===== config.mk =====
export PLATFORM = sky130hd
export DESIGN_NAME = bounded_priority_queue_evict_top_flat
export DESIGN_NICKNAME = d
export VERILOG_FILES = /design/src/hdl/bpqe_pkg.sv /design/src/hdl/bpqe_if.sv /design/src/hdl/bpqe_cell.sv /design/src/hdl/bounded_priority_queue_evict_top.sv /design/src/flat_wrapper.sv
export SDC_FILE = /design/constraint.sdc
export NUM_CORES = 1
export LEC_CHECK = 0
export BUFFER_PORTS_ARGS = -buffer_cell sky130_fd_sc_hd__buf_2
export CAP_MARGIN = 10
export CORE_ASPECT_RATIO = 1.75
export CORE_MARGIN = 1
export CORE_UTILIZATION = 45
export CTS_CLUSTER_SIZE = 10
export DETAILED_ROUTE_END_ITERATION = 8
export PLACE_DENSITY = 0.63
export SYNTH_ARGS = -nofsm -noshare
export SYNTH_HDL_FRONTEND = slang
export SYNTH_SLANG_ARGS = --single-unit

===== constraint.sdc =====
create_clock -name clock -period 7.72 [get_ports clock]
set_clock_uncertainty 0.1 [all_clocks]
set_input_delay 1.544 -clock clock [delete_from_list [all_inputs] [get_ports clock]]
set_output_delay 1.544 -clock clock [all_outputs]
set_load 0.05 [all_outputs]

===== src/hdl/bpqe_pkg.sv =====
// shared constants, codes and types for the bounded priority queue
package bpqe_pkg;

   localparam int QUEUE_DEPTH  = 8;
   localparam int PAYLOAD_BITS = 32;
   localparam int CNT_BITS     = $clog2(QUEUE_DEPTH + 1);

   localparam logic REQ_PUSH = 1'b0;
   localparam logic REQ_POP  = 1'b1;

   localparam logic [2:0] ST_STORED  = 3'd0;
   localparam logic [2:0] ST_EVICTED = 3'd1;
   localparam logic [2:0] ST_DROPPED = 3'd2;
   localparam logic [2:0] ST_POPPED  = 3'd3;
   localparam logic [2:0] ST_EMPTY   = 3'd4;

   typedef logic [7:0]              priority_type;
   typedef logic [PAYLOAD_BITS-1:0] payload_type;
   typedef logic [CNT_BITS-1:0]     count_type;

   // broadcast from the controller to every cell
   typedef struct packed {
      logic         pop;
      logic         push;
      logic         full;
      priority_type new_pri;
      payload_type  new_pay;
      priority_type last_pri;
   } cell_ctrl_type;

   // what a cell shows its neighbors
   typedef struct packed {
      logic         valid;
      priority_type pri;
      payload_type  pay;
      logic         ins;
      logic         eq;
   } cell_link_type;

endpackage


===== src/hdl/bpqe_if.sv =====
// valid/ready channel interfaces for request and response words
interface bpqe_req_if;
   logic        valid;
   logic        ready;
   logic        req_type;
   logic [7:0]  priority_req;
   logic [31:0] payload;

   modport source (output valid, req_type, priority_req, payload, input ready);
   modport sink   (input valid, req_type, priority_req, payload, output ready);
endinterface

interface bpqe_rsp_if;
   logic        valid;
   logic        ready;
   logic [2:0]  status;
   logic [7:0]  out_priority;
   logic [31:0] out_payload;
   logic [3:0]  occupancy;

   modport source (output valid, status, out_priority, out_payload, occupancy, input ready);
   modport sink   (input valid, status, out_priority, out_payload, occupancy, output ready);
endinterface


===== src/hdl/bpqe_cell.sv =====
// one slot of the sorted queue: holds an entry, shifts toward either neighbor
module bpqe_cell
   import bpqe_pkg::*;
(
   input  logic          clock,
   input  logic          reset,
   input  cell_ctrl_type ctrl,
   input  cell_link_type left,
   input  cell_link_type right,
   output cell_link_type self
);

   logic         valid_ff, valid_in;
   priority_type pri_ff, pri_in;
   payload_type  pay_ff, pay_in;
   logic         ins;
   logic         eq;
   logic         take_new;
   logic         take_left;

   assign ins = !valid_ff || (pri_ff < ctrl.new_pri);
   assign eq  = valid_ff && (pri_ff == ctrl.last_pri);

   // when full, shift down only inside the region that ends at the evicted entry
   assign take_new  = ctrl.push && ins && !left.ins;
   assign take_left = ctrl.push && left.ins && (!ctrl.full || !left.eq);

   always_comb begin
      valid_in = valid_ff;
      pri_in   = pri_ff;
      pay_in   = pay_ff;
      if (ctrl.pop) begin
         valid_in = right.valid;
         pri_in   = right.pri;
         pay_in   = right.pay;
      end else if (take_new) begin
         valid_in = 1'b1;
         pri_in   = ctrl.new_pri;
         pay_in   = ctrl.new_pay;
      end else if (take_left) begin
         valid_in = left.valid;
         pri_in   = left.pri;
         pay_in   = left.pay;
      end
   end

   always_ff @(posedge clock) begin
      if (reset) begin
         valid_ff <= 1'b0;
      end else begin
         valid_ff <= valid_in;
      end
      pri_ff <= pri_in;
      pay_ff <= pay_in;
   end

   assign self.valid = valid_ff;
   assign self.pri   = pri_ff;
   assign self.pay   = pay_ff;
   assign self.ins   = ins;
   assign self.eq    = eq;

endmodule


===== src/hdl/bounded_priority_queue_evict_top.sv =====
// bounded priority queue: the response word is registered and shows in the cycle after a request is accepted
// throughput one request word per cycle, push or pop, whenever no response is held or the held one is taken
// the row of compare-and-shift cells updates in parallel, at the edge that registers the response word
// synchronous active-high reset empties the queue and drops any held response
// entry contents are not cleared; only per-cell valid flags are reset
module bounded_priority_queue_evict_top
   import bpqe_pkg::*;
(
   input  logic        clock,
   input  logic        reset,
   bpqe_req_if.sink    req,
   bpqe_rsp_if.source  rsp
);

   cell_link_type links [QUEUE_DEPTH];
   cell_ctrl_type ctrl;
   logic [QUEUE_DEPTH-1:0] valid_vec;

   count_type   count_ff, count_in;
   logic        rsp_valid_ff, rsp_valid_in;
   logic [2:0]  status_ff, status_in;
   priority_type opri_ff, opri_in;
   logic [31:0] opay_ff, opay_in;

   logic accept;
   logic empty;
   logic full;
   logic drop;

   assign req.ready = !rsp_valid_ff || rsp.ready;
   assign accept    = req.valid && req.ready;
   assign empty     = (count_ff == '0);
   assign full      = (count_ff == count_type'(QUEUE_DEPTH));
   assign drop      = full && !(req.priority_req > links[QUEUE_DEPTH-1].pri);

   assign ctrl.pop      = accept && (req.req_type == REQ_POP) && !empty;
   assign ctrl.push     = accept && (req.req_type == REQ_PUSH) && !drop;
   assign ctrl.full     = full;
   assign ctrl.new_pri  = req.priority_req;
   assign ctrl.new_pay  = payload_type'(req.payload);
   assign ctrl.last_pri = links[QUEUE_DEPTH-1].pri;

   genvar g;
   generate
      for (g = 0; g < QUEUE_DEPTH; g++) begin : g_cell
         cell_link_type left_link;
         cell_link_type right_link;
         if (g == 0) begin : g_first
            assign left_link = '0;
         end else begin : g_mid_l
            assign left_link = links[g-1];
         end
         if (g == QUEUE_DEPTH - 1) begin : g_last
            assign right_link = '0;
         end else begin : g_mid_r
            assign right_link = links[g+1];
         end
         bpqe_cell u_cell (
            .clock (clock),
            .reset (reset),
            .ctrl  (ctrl),
            .left  (left_link),
            .right (right_link),
            .self  (links[g])
         );
         assign valid_vec[g] = links[g].valid;
      end
   endgenerate

   always_comb begin
      count_in  = count_ff;
      status_in = status_ff;
      opri_in   = opri_ff;
      opay_in   = opay_ff;
      rsp_valid_in = rsp_valid_ff && !rsp.ready;
      if (accept) begin
         rsp_valid_in = 1'b1;
         opri_in      = '0;
         opay_in      = '0;
         if (req.req_type == REQ_POP) begin
            if (empty) begin
               status_in = ST_EMPTY;
            end else begin
               status_in = ST_POPPED;
               opri_in   = links[0].pri;
               opay_in   = 32'(links[0].pay);
               count_in  = count_ff - count_type'(1);
            end
         end else if (drop) begin
            status_in = ST_DROPPED;
         end else if (full) begin
            status_in = ST_EVICTED;
         end else begin
            status_in = ST_STORED;
            count_in  = count_ff + count_type'(1);
         end
      end
   end

   always_ff @(posedge clock) begin
      if (reset) begin
         count_ff     <= '0;
         rsp_valid_ff <= 1'b0;
      end else begin
         count_ff     <= count_in;
         rsp_valid_ff <= rsp_valid_in;
      end
      status_ff <= status_in;
      opri_ff   <= opri_in;
      opay_ff   <= opay_in;
   end

   assign rsp.valid        = rsp_valid_ff;
   assign rsp.status       = status_ff;
   assign rsp.out_priority = opri_ff;
   assign rsp.out_payload  = opay_ff;
   assign rsp.occupancy    = 4'(count_ff);

   a_count_bound: assert property (@(posedge clock) disable iff (reset)
      count_ff <= count_type'(QUEUE_DEPTH))
      else $error("occupancy above depth");

   a_valid_count: assert property (@(posedge clock) disable iff (reset)
      $countones(valid_vec) == int'(count_ff))
      else $error("cell valid flags disagree with occupancy");

   a_head_valid: assert property (@(posedge clock) disable iff (reset)
      links[0].valid == !empty)
      else $error("head cell valid does not match occupancy");

   a_pop_count: assert property (@(posedge clock) disable iff (reset)
      ctrl.pop |=> count_ff == $past(count_ff) - count_type'(1))
      else $error("pop did not lower occupancy");

endmodule

===== src/flat_wrapper.sv =====
// flat-port wrapper written by rule: the top's interface ports become plain ports
module bounded_priority_queue_evict_top_flat import bpqe_pkg::*;
  (clock, reset, req_valid, req_req_type, req_priority_req, req_payload, req_ready, rsp_valid, rsp_status, rsp_out_priority, rsp_out_payload, rsp_occupancy, rsp_ready);
  bpqe_req_if req_i ();
  bpqe_rsp_if rsp_i ();
  input  logic clock;
  input  logic reset;
  input wire logic [$bits(req_i.valid)-1:0] req_valid;
  input wire logic [$bits(req_i.req_type)-1:0] req_req_type;
  input wire logic [$bits(req_i.priority_req)-1:0] req_priority_req;
  input wire logic [$bits(req_i.payload)-1:0] req_payload;
  output wire logic [$bits(req_i.ready)-1:0] req_ready;
  output wire logic [$bits(rsp_i.valid)-1:0] rsp_valid;
  output wire logic [$bits(rsp_i.status)-1:0] rsp_status;
  output wire logic [$bits(rsp_i.out_priority)-1:0] rsp_out_priority;
  output wire logic [$bits(rsp_i.out_payload)-1:0] rsp_out_payload;
  output wire logic [$bits(rsp_i.occupancy)-1:0] rsp_occupancy;
  input wire logic [$bits(rsp_i.ready)-1:0] rsp_ready;
  assign req_i.valid = req_valid;
  assign req_i.req_type = req_req_type;
  assign req_i.priority_req = req_priority_req;
  assign req_i.payload = req_payload;
  assign req_ready = req_i.ready;
  assign rsp_valid = rsp_i.valid;
  assign rsp_status = rsp_i.status;
  assign rsp_out_priority = rsp_i.out_priority;
  assign rsp_out_payload = rsp_i.out_payload;
  assign rsp_occupancy = rsp_i.occupancy;
  assign rsp_i.ready = rsp_ready;
  bounded_priority_queue_evict_top u_core (.clock(clock), .reset(reset), .req(req_i), .rsp(rsp_i));
endmodule

==> results.py, run 1 <==
metrics = {
    "routing": {
        "wl_per_cell_um": 22.4,
        "wl_met1_um": 22600,
        "top_layer_used": "met5",
        "drt_iter0_drc": 973,
        "met3_wirelength_um": 2150,
        "vias_per_cell": 5.76,
        "firstDrtPassIters": 6,
        "drc": 0,
        "ant_nets": 0,
        "met2RoutedLength_um": 28100,
        "num_vias": 14200,
        "wirelength_um": 55300,
    },
    "worst_setup_path": {
        "worst-path-max-fanout": 26,
        "required_ns": 7.87,
        "path_class": "input port to register",
        "crit_path_top_delay_cell": "nand3_2",
        "arrival_ns": 4.99,
        "crit_path_start_kind": "input port",
        "cpPeakStageDelay_ns": 0.66,
        "crit_chain": "buf_2 -> inv_1 -> ha_1 -> nand4_1 -> nor2_1 -> a211oi_2 -> o21a_1 -> nand3_2 -> buf_4 -> mux2i_1 -> o21ai_0",
        "end_kind": "register",
    },
    "synth": {
        "netlist_area_um2": 20000,
        "ys_top_cells_by_area": "edfxtp_1 (48%), mux2i_1 (14%), nand2_1 (7.1%)",
        "ys_seq_area_share_pct": 53.8,
        "syn_nets": 1973,
        "synthFlopType": "edfxtp_1",
        "async_flop_share_pct": 0,
        "synth.distinct_cells": 58,
        "ys_seq_elements": 376,
        "yosys_warnings": 0,
        "synth_top_cell_by_area": "edfxtp_1",
        "synth_edf_count": 323,
        "synth_cells": 1868,
        "synth_top_cell_area_share_pct": 48.5,
        "avgSynthCellArea_um2": 10.7,
    },
    "placement": {
        "pre_cts_ws_ns": 2.37,
        "port_buffers": 93,
        "gp_congestion": 0.965,
        "placed_cells": 2388,
        "dp_hpwl_um": 33400,
    },
    "clocking": {
        "clkSinkCount": 376,
        "htree_levels": 2,
        "numCtsBuffers": 43,
        "clk_latency_ns": 0.56,
        "cts_tree": "yes",
        "cts.path.max_buffers": 3,
        "cts-resized-gates": 0,
        "root_buffer": "clkbuf_16",
        "postCtsSetupRepairBufs": 0,
        "clk_pin_slew_ns": 0.06,
        "cts_hold_buf": 0,
    },
    "global_route": {
        "antenna_found_initial": 1,
        "overflow": 0,
        "track_usage_pct": 24.4,
        "grt_pass1_vias": 14500,
        "grt_max_degree": 286,
        "grt_first_pass_wirelength_um": 84600,
    },
    "sta": {
        "hold_ws_ns": 0.434,
        "finalHoldViolations": 0,
        "fmax_mhz": 206,
        "finalCriticalPeriod_ns": 4.84,
        "finalWorstSetupSlack_ns": 2.88,
        "worst_slew_pin_slew_ns": 1.10,
        "rsz0062_at_grt": "false",
        "slew_viol_final": 0,
        "max-slew-margin-rel_pct": 26.5,
        "finalSetupViolCount": 0,
        "finalSetupTns_ns": 0,
        "finalCritPeriodShare_pct": 62.7,
    },
    "cells_and_area": {
        "areaGrowthSynthToFinish_pct": 10.1,
        "antennaDiodeCount": 0,
        "layout.cells.non_filler": 2464,
        "fin_util_pct": 50.5,
        "drive_above_1_share_pct": 10.1,
        "nNetsFinal": 1972,
    },
    "min_path": {
        "hp-class": "register to register",
    },
    "floorplanning": {
        "core_um2": 43600,
        "die_width_um": 161,
        "start_util_pct": 45.9,
        "fp.dieArea_um2": 45300,
        "ios": 94,
        "die_height_um": 281,
        "num_rows": 101,
    },
    "outcome": {
        "status": "finished clean",
    },
    "pwr": {
        "p_leak_nw": 7.74,
        "peakVddDrop_v": 0.000223,
        "power_density_nw_per_um2": 298,
    },
    "run": {
        "cap_violations": 0,
    },
}
where the power goes:
| part | internal (mW) | switching [mW] |
|---|---|---|
| clock network | 1.06 | 0.821 |
| logic | 0.537 | 1.02 |
| registers | 2.78 | 0.345 |
state kept, by name (all words and copies together) (netlist names):
| register | flops |
|---|---|
| u_core.g_cell.u_cell.pay_ff | 256 |
| u_core.g_cell.u_cell.pri_ff | 64 |
| u_core.g_cell.u_cell.valid_ff | 8 |
| u_core.rsp.occupancy | 4 |
| u_core.rsp.out_payload | 32 |
| u_core.rsp.out_priority | 8 |
| u_core.rsp.status | 3 |
| u_core.rsp.valid | 1 |
critical path, delay by kind of cell:
family | cells | cell delay (ns)
fa+ha+maj | 1 | 0.33
compound gates | 3 | 0.99
mux | 1 | 0.24
buf+inv | 3 | 0.96
simple gates | 3 | 0.88
cell families (layout without fill, tap and decap cells):
| logic type | count (synthesis) | in the layout | share of synthesized area, % |
|---|---|---|---|
| and+or+nand+nor | 499 | 499 | 10.8 |
| DFF | 376 | 376 | 53.8 |
| buffers and inverters | 180 | 210 | 3.79 |
| AOI/OAI and AO/OA | 413 | 413 | 11.1 |
| muxes | 280 | 280 | 14.0 |
| adders and majority gates | 60 | 60 | 3.79 |
| xor gates and xnor gates | 60 | 60 | 2.63 |
synthesized netlist by cell type (2+ instances only):
library cell  instances
buf_6                 2
dfxtp_1              53
a211oi_1              9
edfxtp_1            323
xnor2_1              22
buf_1                 5
nor2b_1               3
o22a_1                2
nand2_1             376
xor2_1               38
buf_2                30
nor4_1               11
clkbuf_1            115
o21ai_0             281
nor3_1               12
and2_1               41
a311oi_1              2
nand3_1               6
mux2i_1             278
nor3_2                2
o221ai_1              7
nor2_1               17
or2_2                 2
o21ai_1              25
nor3b_1               2
buf_4                 8
ha_1                 59
nand2b_1              5
a21o_1               10
inv_1                20
nand4_1              12
a21oi_1              62
o21a_1                3
path summary, 6_finish.rpt:
path,from,endpoint,slack [ns],cells past startpoint
setup / recovery,req_priority_req[0],u_core.g_cell[2].u_cell.pay_ff[26],2.88,11
hold / removal,u_core.g_cell[7].u_cell.valid_ff,u_core.g_cell[7].u_cell.valid_ff,0.43,2
setup reg to reg,u_core.g_cell[7].u_cell.pri_ff[6],u_core.g_cell[2].u_cell.pay_ff[26],3.41,10
hold reg to reg,u_core.g_cell[7].u_cell.valid_ff,u_core.g_cell[7].u_cell.valid_ff,0.43,2
placed cells by master (no fill, tap or decap), types with 3 or more instances in the layout:
master     synthesis  routed
mux2i_1          278     278
nand2b_1           5       5
nand4_1           12      12
o21ai_0          281     280
a21oi_1           62      62
buf_4              8      19
buf_2             30      93
nor3_1            12      11
o21ai_1           25      24
o21a_1             3       3
nor4_1            11      11
xnor2_1           22      22
clkbuf_1         115      29
and2_1            41      41
o221ai_1           7       7
ha_1              59      59
nor3b_2            1       3
nor2_1            17      16
clkbuf_16          0      44
a211oi_1           9       9
edfxtp_1         323     323
nand3_1            6       5
a21o_1            10       7
dfxtp_1           53      53
xor2_1            38      38
nand2_1          376     373
inv_1             20      19
layer usage:
layer,track usage (%),up-vias
met5,0,-
met4,11.0,2
met3,2.64,116
met2,43.3,378
met1,29.6,6987
li1,-,6706
per-stage QoR:
| stage | cell area, um2 | power (mW) |
|---|---|---|
| 3_3_place_gp | 20800 | 4.65 |
| 6_report | 22000 | 6.56 |
| 2_1_floorplan | 20000 | 4.16 |
| 3_5_place_dp | 20800 | 4.71 |
| 5_1_grt | 22000 | 6.86 |
| 4_1_cts | 22000 | 6.60 |
area by class of cell:
cell class,count,area [um2]
clock buffers,73,1210
clock inverters,3,30.0
fillers,3923,21600
inverters,20,75.1
multi-input cells,1312,8590
flip-flops and latches,376,10800
well taps,566,708
repair buffers,114,648
(Power assumes the default switching activity.)
==> run 2, diff against run 1 <==
Settings changed: PLACE_DENSITY 0.63 to 0.66.
Clock period 7.72 ns to 4.2 ns, I/O delays scaled along.
==> run 2 against run 1 <==
  * Clock-buffer cell count grew 4
  * Non-clock buffer count up 28
  * Register-to-register slack lost 2.6 ns
  * Critical endpoint is now u_core.g_cell[5].u_cell.pay_ff[4]
  * Highest routed layer unchanged
==> results.py, run 2 (same netlist as run 1, synthesis figures left out) <==
metrics = {
    "outcome": {
        "status": "finished clean",
    },
    "cells_and_area": {
        "antennaDiodeCount": 0,
        "layout_common_cells": "nand2_1 (373), edfxtp_1 (323), o21ai_0 (280)",
        "regMostFlops": "u_core.g_cell.u_cell.pay_ff",
        "layout.cells.non_filler": 2495,
        "final_common_cell": "nand2_1",
        "nNetsFinal": 2000,
        "largest_reg_flops": 256,
        "final_area_um2": 22500,
        "areaGrowthSynthToFinish_pct": 12.5,
        "drive_above_1_share_pct": 11.4,
    },
    "worst_setup_path": {
        "arrival_ns": 3.62,
        "crit_path_start_kind": "input port",
        "cpMostUsedCell": "o21ai_0",
        "end_kind": "register",
        "crit_path_top_delay_cell": "nor3b_2",
        "path_class": "input port to register",
        "required_ns": 4.36,
        "crit_chain": "buf_2 -> inv_1 -> ha_1 -> a21o_1 -> a211oi_1 -> o21ai_0 -> nor3b_2 -> buf_12 -> mux2i_1 -> o21ai_0",
        "cpPeakStageDelay_ns": 0.49,
        "worst-path-max-fanout": 20,
    },
    "global_route": {
        "overflow": 0,
        "antenna_found_initial": 1,
        "grt_max_degree": 215,
        "grt_first_pass_wirelength_um": 82300,
        "grt_pass1_vias": 14500,
        "track_usage_pct": 23.4,
    },
    "sta": {
        "slew_viol_final": 0,
        "fmax_mhz": 289,
        "worst_slew_pin_slew_ns": 1.05,
        "finalHoldViolations": 0,
        "finalCritPeriodShare_pct": 82.4,
        "finalCriticalPeriod_ns": 3.46,
        "max-slew-margin-rel_pct": 29.3,
        "rsz0062_at_grt": "false",
        "finalWorstSetupSlack_ns": 0.740,
        "finalSetupViolCount": 0,
    },
    "pwr": {
        "power.switching_mw": 3.96,
        "p_leak_nw": 7.95,
        "peakVddDrop_v": 0.000287,
        "pwr-share-comb_pct": 25.3,
        "power_density_nw_per_um2": 540,
        "seqPwrFrac_pct": 46.0,
        "p_sw_share_pct": 32.6,
        "clockPowerShare_pct": 28.7,
        "p_int_mw": 8.19,
    },
    "clocking": {
        "cts-resized-gates": 0,
        "cts_hold_buf": 0,
        "htree_levels": 2,
        "postCtsSetupRepairBufs": 0,
        "clk_pin_slew_ns": 0.06,
        "numCtsBuffers": 43,
        "root_buffer": "clkbuf_16",
        "cts.path.max_buffers": 3,
        "clk_latency_ns": 0.55,
        "clkSinkCount": 376,
        "cts_tree": "yes",
    },
    "placement": {
        "placedInstanceArea_um2": 21200,
        "placed_cells": 2416,
        "port_buffers": 93,
        "pre_cts_ws_ns": 0.297,
        "gp_congestion": 0.945,
        "dp_hpwl_um": 32500,
    },
    "floorplanning": {
        "num_rows": 101,
        "die_width_um": 161,
        "core_um2": 43600,
        "die_height_um": 281,
        "fp.dieArea_um2": 45300,
        "start_util_pct": 45.9,
        "ios": 94,
    },
    "routing": {
        "drt_iter0_drc": 1112,
        "wirelength_um": 52500,
        "wl_per_cell_um": 21.0,
        "firstDrtPassIters": 5,
        "drc": 0,
        "num_vias": 14100,
        "ant_nets": 0,
        "vias_per_cell": 5.67,
    },
    "run": {
        "cap_violations": 0,
    },
    "min_path": {
        "hp-class": "register to register",
    },
}
## run 2: cell count changes in the layout (fill, tap and decap cells not counted), sizes merged
cell and change:
buf +28, clkbuf +4, clkinv -1, clkinvlp +1
inv -1
## run 2: area by class of cell
type / instances / area [um2]
clock inverter: 2 / 25.0
sequential: 376 / 10800
multi-input combinational: 1312 / 8580
tap: 566 / 708
clock buffer: 77 / 1230
fill: 3874 / 21100
timing repair buffer: 142 / 1110
inverter: 20 / 78.8
## run 2: metrics by stage
| step | utilization (%) | TNS [ns] | hold WS (ns) | power [mW] |
|---|---|---|---|---|
| 6_report | 51.6 | 0 | 0.428 | 12.2 |
| 3_5_place_dp | 48.7 | 0 | 0.417 | 8.70 |
| 2_1_floorplan | - | -24.83 | 0.368 | 7.64 |
| 5_1_grt | 51.6 | 0 | 0.448 | 12.7 |
| 3_3_place_gp | 48.7 | 0 | 0.407 | 8.59 |
| 4_1_cts | 51.6 | 0 | 0.419 | 12.2 |
## run 2: power by group through the flow
stage | Clock [mW] | Combinational [mW] | Sequential [mW]
final | 3.49 | 3.07 | 5.59
after global routing | 3.69 | 3.38 | 5.67
after CTS | 3.57 | 3.07 | 5.58
after detailed placement | 0 | 3.06 | 5.65
after global placement | 0 | 2.97 | 5.62
after floorplan | 0 | 1.94 | 5.69
## run 2: routing by layer
metal  vias to the layer above  global-route usage (%)  share of wire [%]
met2                       341                    41.6                 51
met5                         -                       0              0.021
met4                         2                    9.92                3.7
met3                       115                    2.72                4.1
met1                      6922                    28.4                 41
li1                       6760                       -                  -
## run 2: final timing paths
check,startpoint,slack [ns],cells past startpoint,endpoint
max,req_priority_req[1],0.74,10,u_core.g_cell[5].u_cell.pay_ff[4]
min,u_core.g_cell[7].u_cell.pay_ff[8],0.43,2,u_core.g_cell[6].u_cell.pay_ff[8]
max reg2reg,u_core.g_cell[7].u_cell.pri_ff[1],0.85,11,u_core.g_cell[7].u_cell.pay_ff[26]
min reg2reg,u_core.g_cell[7].u_cell.pay_ff[8],0.43,2,u_core.g_cell[6].u_cell.pay_ff[8]
## run 2: critical path: cells and delay by family
kind	cells	cell delay, ns
compound gates	4	1.13
fa+ha+maj	1	0.30
buf+inv	3	0.64
mux	1	0.22
simple gates	1	0.49
==> run 3, diff against run 2 <==
Settings changed: PLACE_DENSITY 0.66 to 0.63.
Clock period 4.2 ns to 3.6 ns, I/O delays scaled along.
==> run 3 against run 2 <==
  * Combinational power rose by 21%
  * Worst hold slack got worse by 0.098 ns
  * Sequential share of layout area decreased by 1.3 points
  * Core utilization grew 1.4 points
  * Register-to-register slack worse by 0.45 ns
  * First-iteration DRC count up 0.45%
  * Sequential power grew 17%
  * Largest cell class unchanged
  * Largest power group unchanged
  * Highest routed layer is now met4
==> results.py, run 3 (same netlist as run 1, synthesis figures left out) <==
metrics = {
    "outcome": {
        "status": "finished clean",
    },
    "floorplanning": {
        "die_width_um": 161,
        "die_height_um": 281,
        "num_rows": 101,
        "fp.dieArea_um2": 45300,
        "ios": 94,
        "core_um2": 43600,
        "start_util_pct": 45.9,
    },
    "global_route": {
        "grt_max_degree": 146,
        "grt_first_pass_wirelength_um": 85600,
        "track_usage_pct": 24.8,
        "overflow": 0,
        "grt_pass1_vias": 14800,
        "antenna_found_initial": 0,
    },
    "routing": {
        "wl_per_cell_um": 21.7,
        "wirelength_um": 55500,
        "vias_per_cell": 5.68,
        "firstDrtPassIters": 5,
        "num_vias": 14500,
        "drt_iter0_drc": 1117,
        "drc": 0,
        "ant_nets": 0,
    },
    "clocking": {
        "postCtsSetupRepairBufs": 0,
        "cts_tree": "yes",
        "clkSinkCount": 376,
        "htree_levels": 2,
        "clk_latency_ns": 0.55,
        "cts-resized-gates": 0,
        "cts_hold_buf": 0,
        "clk_pin_slew_ns": 0.06,
        "cts.path.max_buffers": 3,
        "root_buffer": "clkbuf_16",
        "numCtsBuffers": 44,
    },
    "cells_and_area": {
        "drive_above_1_share_pct": 14.1,
        "final_common_cell": "nand2_1",
        "multi_input_area_um2": 8590,
        "nNetsFinal": 2058,
        "fillers": 3855,
        "layout_common_cells": "nand2_1 (372), edfxtp_1 (323), o21ai_0 (280)",
        "areaGrowthSynthToFinish_pct": 15.6,
        "layout.cells.non_filler": 2554,
        "regMostFlops": "u_core.g_cell.u_cell.pay_ff",
        "largest_reg_flops": 256,
        "final_area_um2": 23100,
        "antennaDiodeCount": 0,
        "seq_area_um2": 10800,
    },
    "sta": {
        "finalSetupViolCount": 0,
        "rsz0062_at_grt": "false",
        "fmax_mhz": 313,
        "finalHoldViolations": 0,
        "finalCritPeriodShare_pct": 88.9,
        "hold_ws_ns": 0.331,
        "slew_viol_final": 0,
        "worst_slew_pin_slew_ns": 0.728,
        "finalCriticalPeriod_ns": 3.20,
        "finalSetupTns_ns": 0,
        "max-slew-margin-rel_pct": 51.0,
    },
    "worst_setup_path": {
        "reg2regPathDepth": 11,
        "cpMostUsedCell": "buf_4",
        "crit_path_start_kind": "register",
        "arrival_ns": 3.38,
        "cpPeakStageDelay_ns": 0.67,
        "cp.depth": 11,
        "crit_chain": "ha_1 -> nand4_1 -> nor2_1 -> a211oi_2 -> o21ai_2 -> buf_4 -> nor3_2 -> buf_4 -> buf_12 -> mux2i_1 -> o21ai_0",
        "required_ns": 3.78,
        "end_kind": "register",
        "path_class": "register to register",
        "worst-path-max-fanout": 10,
        "crit_path_top_delay_cell": "dfxtp_1",
        "crit_family": "flip-flops",
        "crit_buf_inv": 3,
    },
    "placement": {
        "gp_congestion": 0.964,
        "placedInstanceArea_um2": 21800,
        "port_buffers": 93,
        "placed_cells": 2473,
        "dp_hpwl_um": 36100,
    },
    "min_path": {
        "hold_path_depth": 3,
        "hp-class": "input port to register",
    },
    "run": {
        "cap_violations": 0,
    },
    "pwr": {
        "power_density_nw_per_um2": 623,
        "peakVddDrop_v": 0.000373,
        "p_leak_nw": 8.30,
    },
}
-- run 3: changes by cell type in the layout (fill, tap and decap cells not counted), sizes merged --
cell / previous run / this run
inv: 20 / 21
clkinv: 1 / 2
clkinvlp: 1 / 2
buf: 142 / 199
clkbuf: 77 / 76
-- run 3: layout make-up --
type | instances | share of cell area [%]
inverters | 20 | 0.341
repair buffers | 199 | 7.35
well taps | 566 | 3.06
clock inverters | 5 | 0.151
flip-flops and latches | 376 | 46.5
clock buffers | 76 | 5.42
multi-input cells | 1312 | 37.2
-- run 3: layer usage --
layer	share of wire (%)	vias to the layer above	global-route usage, %
li1	-	6879	-
met1	40	7092	29.3
met2	52	419	45.0
met3	4.2	128	2.49
met4	4.1	0	11.0
met5	0	-	0
-- run 3: stage by stage --
step                worst slack [ns]  util (%)  total power [mW]
floorplan                     -0.128         -              8.91
global placement              0.0754      50.1              10.2
detailed placement            0.0452      50.1              10.3
CTS                            0.416      53.0              14.5
global route                   0.262      53.0              15.1
finish                         0.400      53.0              14.4
-- run 3: report_power, final --
group | switching, mW | internal (mW) | total [mW] | leakage [nW]
logic | 2.32 | 1.40 | 3.71 | 4.15
registers | 0.606 | 5.95 | 6.56 | 3.53
clock network | 1.78 | 2.35 | 4.14 | 0.614
total | 4.71 | 9.70 | 14.4 | 8.30
-- run 3: path summary, 6_finish.rpt --
kind / from / to / slack (ns)
setup reg to reg: u_core.g_cell[7].u_cell.pri_ff[0] / u_core.g_cell[3].u_cell.pay_ff[28] / 0.40
hold reg to reg: u_core.g_cell[7].u_cell.valid_ff / u_core.g_cell[7].u_cell.valid_ff / 0.42
hold / removal: req_valid / u_core.rsp.valid / 0.33
setup / recovery: u_core.g_cell[7].u_cell.pri_ff[0] / u_core.g_cell[3].u_cell.pay_ff[28] / 0.40
-- run 3: worst min-delay path, cell delays in order --
cell	delay [ns]
buf_2	0.11
inv_1	0.05
a21oi_1	0.05
